### src/hdl/fbpbw_pkg.sv
// fbpbw_pkg: shared types, constants and codes for the framebuffer pixel blend writer
// used by fbpbw_ctrl, fbpbw_datapath and framebuffer_pixel_blend_writer_core
`timescale 1ns / 1ps

package fbpbw_pkg;

    // frame store geometry
    localparam int STORE_WORDS = 4096;
    localparam int ADDR_W      = $clog2(STORE_WORDS);

    // field widths
    localparam int COORD_W    = 12;
    localparam int DIM_W      = 7;
    localparam int PIX_W      = 32;
    localparam int CHAN_W     = 8;
    localparam int PROD_W     = 2 * DIM_W;
    localparam int SUM_W      = PROD_W;
    localparam int STORE_CW   = $clog2(STORE_WORDS + 1);
    localparam int CMP_W      = (SUM_W > STORE_CW) ? SUM_W : STORE_CW;
    localparam int MIX_W      = 2 * CHAN_W;
    localparam int NUM_CHAN   = 3;

    // configuration port
    localparam int CFG_IDX_W  = 2;
    localparam int CFG_DATA_W = DIM_W;

    localparam logic [CFG_IDX_W-1:0] CFG_FB_WIDTH     = 2'd0;
    localparam logic [CFG_IDX_W-1:0] CFG_FB_HEIGHT    = 2'd1;
    localparam logic [CFG_IDX_W-1:0] CFG_PITCH_WORDS  = 2'd2;
    localparam logic [CFG_IDX_W-1:0] CFG_BLEND_ENABLE = 2'd3;

    localparam logic [DIM_W-1:0] RST_FB_WIDTH    = 7'd64;
    localparam logic [DIM_W-1:0] RST_FB_HEIGHT   = 7'd64;
    localparam logic [DIM_W-1:0] RST_PITCH_WORDS = 7'd64;

    // operation codes
    localparam logic FUNC_WRITE = 1'b0;
    localparam logic FUNC_READ  = 1'b1;

    // alpha special values
    localparam logic [CHAN_W-1:0] ALPHA_OPAQUE = 8'hFF;
    localparam logic [CHAN_W-1:0] ALPHA_CLEAR  = 8'h00;

    typedef struct packed {
        logic               func;
        logic [COORD_W-1:0] x;
        logic [COORD_W-1:0] y;
        logic [PIX_W-1:0]   pixel;
    } t_in_word;

    typedef struct packed {
        logic [PIX_W-1:0] read_data;
        logic             in_bounds;
    } t_out_word;

    typedef struct packed {
        logic [DIM_W-1:0] fb_width;
        logic [DIM_W-1:0] fb_height;
        logic [DIM_W-1:0] pitch_words;
        logic             blend_enable;
    } t_cfg;

    // controller to datapath commands
    typedef struct packed {
        logic clr;
        logic load_in;
        logic mul;
        logic addr;
        logic rd;
        logic mix;
        logic sum;
        logic wr;
        logic out_load;
    } t_cmd;

    // datapath to controller status
    typedef struct packed {
        logic clr_last;
        logic ok;
        logic is_read;
        logic blend;
        logic out_free;
    } t_status;

    typedef enum logic [3:0] {
        ST_CLEAR,
        ST_IDLE,
        ST_MUL,
        ST_ADDR,
        ST_ROUTE,
        ST_MIX,
        ST_SUM,
        ST_WRITE,
        ST_DONE
    } t_state;

endpackage

### src/hdl/fbpbw_ctrl.sv
// fbpbw_ctrl: sequencer for the pixel port, issues datapath commands per state
// depends on fbpbw_pkg
`timescale 1ns / 1ps

module fbpbw_ctrl (
    input  logic              i_clk,
    input  logic              i_rst_n,
    input  logic              i_in_valid,
    output logic              o_in_ready,
    input  fbpbw_pkg::t_status i_status,
    output fbpbw_pkg::t_cmd    o_cmd
);

    fbpbw_pkg::t_state r_state;
    fbpbw_pkg::t_state n_state;

    // state register, reset starts the store clearing pass
    always_ff @(posedge i_clk) begin
        if (!i_rst_n) begin
            r_state <= fbpbw_pkg::ST_CLEAR;
        end else begin
            r_state <= n_state;
        end
    end

    // next state and commands
    always_comb begin
        n_state    = r_state;
        o_cmd      = '0;
        o_in_ready = 1'b0;
        case (r_state)
            fbpbw_pkg::ST_CLEAR: begin
                o_cmd.clr = 1'b1;
                if (i_status.clr_last) begin
                    n_state = fbpbw_pkg::ST_IDLE;
                end
            end
            fbpbw_pkg::ST_IDLE: begin
                o_in_ready = 1'b1;
                if (i_in_valid) begin
                    o_cmd.load_in = 1'b1;
                    n_state       = fbpbw_pkg::ST_MUL;
                end
            end
            fbpbw_pkg::ST_MUL: begin
                o_cmd.mul = 1'b1;
                n_state   = fbpbw_pkg::ST_ADDR;
            end
            fbpbw_pkg::ST_ADDR: begin
                o_cmd.addr = 1'b1;
                n_state    = fbpbw_pkg::ST_ROUTE;
            end
            // pick the access path once bounds are known
            fbpbw_pkg::ST_ROUTE: begin
                if (!i_status.ok) begin
                    n_state = fbpbw_pkg::ST_DONE;
                end else if (i_status.is_read) begin
                    o_cmd.rd = 1'b1;
                    n_state  = fbpbw_pkg::ST_DONE;
                end else if (i_status.blend) begin
                    o_cmd.rd = 1'b1;
                    n_state  = fbpbw_pkg::ST_MIX;
                end else begin
                    n_state = fbpbw_pkg::ST_WRITE;
                end
            end
            fbpbw_pkg::ST_MIX: begin
                o_cmd.mix = 1'b1;
                n_state   = fbpbw_pkg::ST_SUM;
            end
            fbpbw_pkg::ST_SUM: begin
                o_cmd.sum = 1'b1;
                n_state   = fbpbw_pkg::ST_WRITE;
            end
            fbpbw_pkg::ST_WRITE: begin
                o_cmd.wr = 1'b1;
                n_state  = fbpbw_pkg::ST_DONE;
            end
            // hand the result to the output register when it has room
            fbpbw_pkg::ST_DONE: begin
                if (i_status.out_free) begin
                    o_cmd.out_load = 1'b1;
                    n_state        = fbpbw_pkg::ST_IDLE;
                end
            end
            default: begin
                n_state = fbpbw_pkg::ST_IDLE;
            end
        endcase
    end

endmodule

### config.mk
export PLATFORM = sky130hd
export DESIGN_NAME = fbpbw_ctrl
export DESIGN_NICKNAME = d
export VERILOG_FILES = /design/src/hdl/fbpbw_pkg.sv /design/src/hdl/fbpbw_ctrl.sv
export SDC_FILE = /design/constraint.sdc
export NUM_CORES = 1
export LEC_CHECK = 0
export BUFFER_PORTS_ARGS = -buffer_cell sky130_fd_sc_hd__buf_4
export CAP_MARGIN = 15
export CORE_AREA = 2 2 39 41
export CTS_CLUSTER_DIAMETER = 40
export DETAILED_ROUTE_END_ITERATION = 16
export DIE_AREA = 0 0 41 43
export GPL_ROUTABILITY_DRIVEN = 0
export PLACE_DENSITY = 0.51
export SLEW_MARGIN = 20
export SYNTH_ARGS = -nofsm -noshare
export SYNTH_HDL_FRONTEND = slang
export SYNTH_SLANG_ARGS = --single-unit
### constraint.sdc
create_clock -name i_clk -period 1.93 [get_ports i_clk]
set_input_delay 0.0965 -clock i_clk [delete_from_list [all_inputs] [get_ports i_clk]]
set_output_delay 0.0965 -clock i_clk [all_outputs]
set_load 0.01 [all_outputs]
* Yosys cells after proc, flatten, opt, wreduce, memory -nomap -nowiden *
Cells that the tools add are included.

word-level totals
  flip-flop bits (word level) = 4
  output and inout bits = 10

operators by class
  equality and inequality tests = 11
  muxes and demuxes = 22
  reduce and logical (&&, ||, !) cells = 2

operators by type and width
  operator              count
  $pmux W4 S9           1
  $mux W4               5
  $eq A4 B3 Y1 const B  4
  $mux W1               15
  $eq A4 B2 Y1 const B  2
  $ne A2 B2 Y1 const B  3
  $eq A4 B1 Y1 const B  1
  $eq A4 B4 Y1 const B  1
  $logic_not A4 Y1      1
  $reduce_and A3 Y1     1
  $mux W2               1

* Longest topological paths before layout *
  depth in word-level cells = 4
  gate-level depth with buffers = 4
  mapped depth without buffers = 3

* Worst setup path before layout *
No wires, ideal clock.

  path kind = flip-flop to output port
  start point = register r_state[1]
  end point = output o_cmd[6] in the netlist's numbering
  data arrival time = 1.052 ns
  path slack = 0.782 ns
  stages on the path, launching flop included = 4
  cell sequence = dfxtp_1 > buf_2 > inv_2 > nor4_1

RTL lines
  element                 RTL line          RTL
  from (decl)             fbpbw_ctrl.sv:14  fbpbw_pkg::t_state r_state;
  from (signal assigned)  fbpbw_ctrl.sv:20  r_state <= fbpbw_pkg::ST_CLEAR;
  from (signal assigned)  fbpbw_ctrl.sv:22  r_state <= n_state;
  to (decl)               fbpbw_ctrl.sv:11  output fbpbw_pkg::t_cmd o_cmd

==> impl_results.md <==
- Mapped Area: 370 µm²
- Required time of the worst setup path: 1830 ps
- Final WL: 881 µm
- Synthesized instance count: 45
- Final ANT Viol Nets: 0
- Largest register FFs: 4
- I/O Buffers: 17
- Diodes inserted: 0
- Multi-input logic area: 254 µm²
- Synthesized Nets: 53
- Overall power: 253 µW
- Crit path kind: reg2out
- Synthesis-stage register bit count: 4
- Nets: 71
- Period utilisation layout: 0.816
- FF+latch area: 80.1 µm²
- Net Sw Power: 64.1 µW
- Setup TNS: 0 ps
- Int Power: 189 µW
- HPWL Detailed: 638 µm
- Status: complete, no violations
- Non-Filler Instances: 77
- Ports: 18
- Post-CTS Resized: 0
- Area growth from synthesis to layout: 38.2%
- Post-CTS setup buffer count: 0
- First-pass GRT wire length: 1450 µm
- Max Clk Rate: 0.635 GHz
- Seq pwr share: 0.384
- Crit end category: primary output
- Pwr Density: 495 nW/µm²
- Die width: 41 µm
- Largest reg by FF count: r_state
- CTS Root Cell: clkbuf_4
- Pre-antenna DRT Iters: 2
- Net Sw Frac: 0.253
- Clock buffer depth: 2
- Most common cell after layout, fill and taps aside: buf_4
- H-tree depth: 1
- Max_cap viols: 0
- Number of global-route vias before repair: 364
- Starting Density: 0.268
- Number of remaining DRC errors: 0
- Largest net degree at the start of global routing: 16
- Initial antenna violation count: 0
- Rel. slew slack: 0.670
- Synth warn: 0
- Commonest non-fill, non-tap cells in the layout: buf_4 (17), nor2_1 (5), dfxtp_1 (4)
- Biggest regs: r_state x4
- Core Region: 1380 µm²
- Via/cell ratio: 5.13
- Drt first-iter violations: 2
- Hold Path Class: in2reg
- Row Count: 14
- Share of layout cells above drive strength 1: 0.426
- Overflow after GRT: 0
- Post-layout util: 0.370
- Via count: 395
- Number of fill cells: 157
- Setup violators final: 0
- Slew Limit Fails: 0
- Placed Instances: 74
- Hold Vio Cnt, Final: 0
- Worst IR Drop VDD: 0.000129 V
- Avg Cell Area, Syn: 8.23 µm²
- Unrepaired setup endpoints after global routing: no
- Combinational power share: 0.218
- TritonCTS clock tree: yes
- Worst-margin pin slew: 495 ps
- Die Footprint: 1760 µm²
- Arr. time, crit path: 1480 ps
- Clock latency on the worst-skew pair: 230 ps
- Final min period: 1580 ps
- Clock share of power: 0.399
- Sequential-to-total area share from yosys stat: 0.216
- Skew final: 3.14 ps
- Worst-path clk slew: 40 ps
- Die H: 43 µm
- Gr usage total: 0.121
- Synth unique cells: 29
- Hold-fix buffers, CTS: 0
- # clock sinks: 4
- Wirelength per Cell: 11.4 µm
- CTS buffer count: 3
- Pleak: 0.000212 µW
- Crit path max fanout: 12
- CP Launch Type: flop
-- layer usage --
layer | up-vias | GRT usage | share of wire
li1 | 201 | - | -
met1 | 177 | 0.161 | 0.46
met2 | 13 | 0.156 | 0.46
met3 | 4 | 0.0314 | 0.061
met4 | 0 | 0.100 | 0.019
met5 | - | 0 | 0
-- Yosys cell counts --
| library cell | instances | area (µm²) |
|---|---|---|
| nor2_1 | 5 | 18.8 |
| dfxtp_1 | 4 | 80.1 |
| and2_1 | 3 | 18.8 |
| nand2b_1 | 3 | 18.8 |
| nor4_1 | 3 | 18.8 |
| buf_2 | 2 | 10.0 |
| nor4b_2 | 2 | 30.0 |
| or3_1 | 2 | 12.5 |
| a211oi_1 | 1 | 7.51 |
| a21oi_1 | 1 | 5.00 |
| a221oi_2 | 1 | 15.0 |
| a31oi_1 | 1 | 6.26 |
| and3_1 | 1 | 6.26 |
| buf_4 | 1 | 7.51 |
| buf_6 | 1 | 11.3 |
| inv_1 | 1 | 3.75 |
| inv_2 | 1 | 3.75 |
| mux2_4 | 1 | 15.0 |
| nand2_1 | 1 | 3.75 |
| nand3b_1 | 1 | 7.51 |
| nand4bb_1 | 1 | 11.3 |
| nor2b_1 | 1 | 6.26 |
| nor3_1 | 1 | 5.00 |
| nor3b_1 | 1 | 7.51 |
| o21ai_0 | 1 | 5.00 |
| o21ai_1 | 1 | 5.00 |
| o22ai_1 | 1 | 6.26 |
| o31ai_1 | 1 | 7.51 |
| o41ai_2 | 1 | 16.3 |
-- kinds of logic after synthesis --
family | count (synthesis) | share of synthesized area
and+or+nand+nor | 25 | 0.446
muxes | 1 | 0.0405
AOI/OAI and AO/OA | 9 | 0.199
buffers and inverters | 6 | 0.0980
DFF | 4 | 0.216
-- power groups by stage --
stage | combinational [µW] | clock (µW) | sequential [µW]
5_1_grt | 61.8 | 112 | 98.2
2_1_floorplan | 37.2 | 0 | 89.6
3_3_place_gp | 55.4 | 0 | 98.1
6_report | 55.1 | 101 | 97.2
4_1_cts | 55.9 | 106 | 96.9
3_5_place_dp | 55.6 | 0 | 98.2
-- stage by stage --
step / setup slack [ps] / hold WS (ps) / instance area (µm²)
2_1_floorplan: 782 / 203 / 370
3_3_place_gp: 616 / 352 / 489
3_5_place_dp: 597 / 354 / 489
4_1_cts: 335 / 106 / 512
5_1_grt: 212 / 126 / 512
6_report: 354 / 112 / 512
-- worst paths after layout --
check        startpoint          to  slack, ps  depth (start not counted)
max          r_state[2]    o_cmd[4]        350                          3
min             i_rst_n  r_state[0]        110                          3
max reg2reg  r_state[0]  r_state[1]        660                          3
min reg2reg  r_state[1]  r_state[2]        670                          2
-- cell type report --
class / count / share of cell area
multi-input cells: 35 / 0.496
repair buffers: 17 / 0.249
flip-flops and latches: 4 / 0.156
clock buffers: 3 / 0.0440
well taps: 16 / 0.0391
inverters: 2 / 0.0147
-- worst max-delay path, cell delays in order (launching register included) --
cell	delay, ps
dfxtp_1	610
nand2b_1	210
nor4_1	260
buf_4	160
No activity file was read; power rests on OpenSTA's default activity.
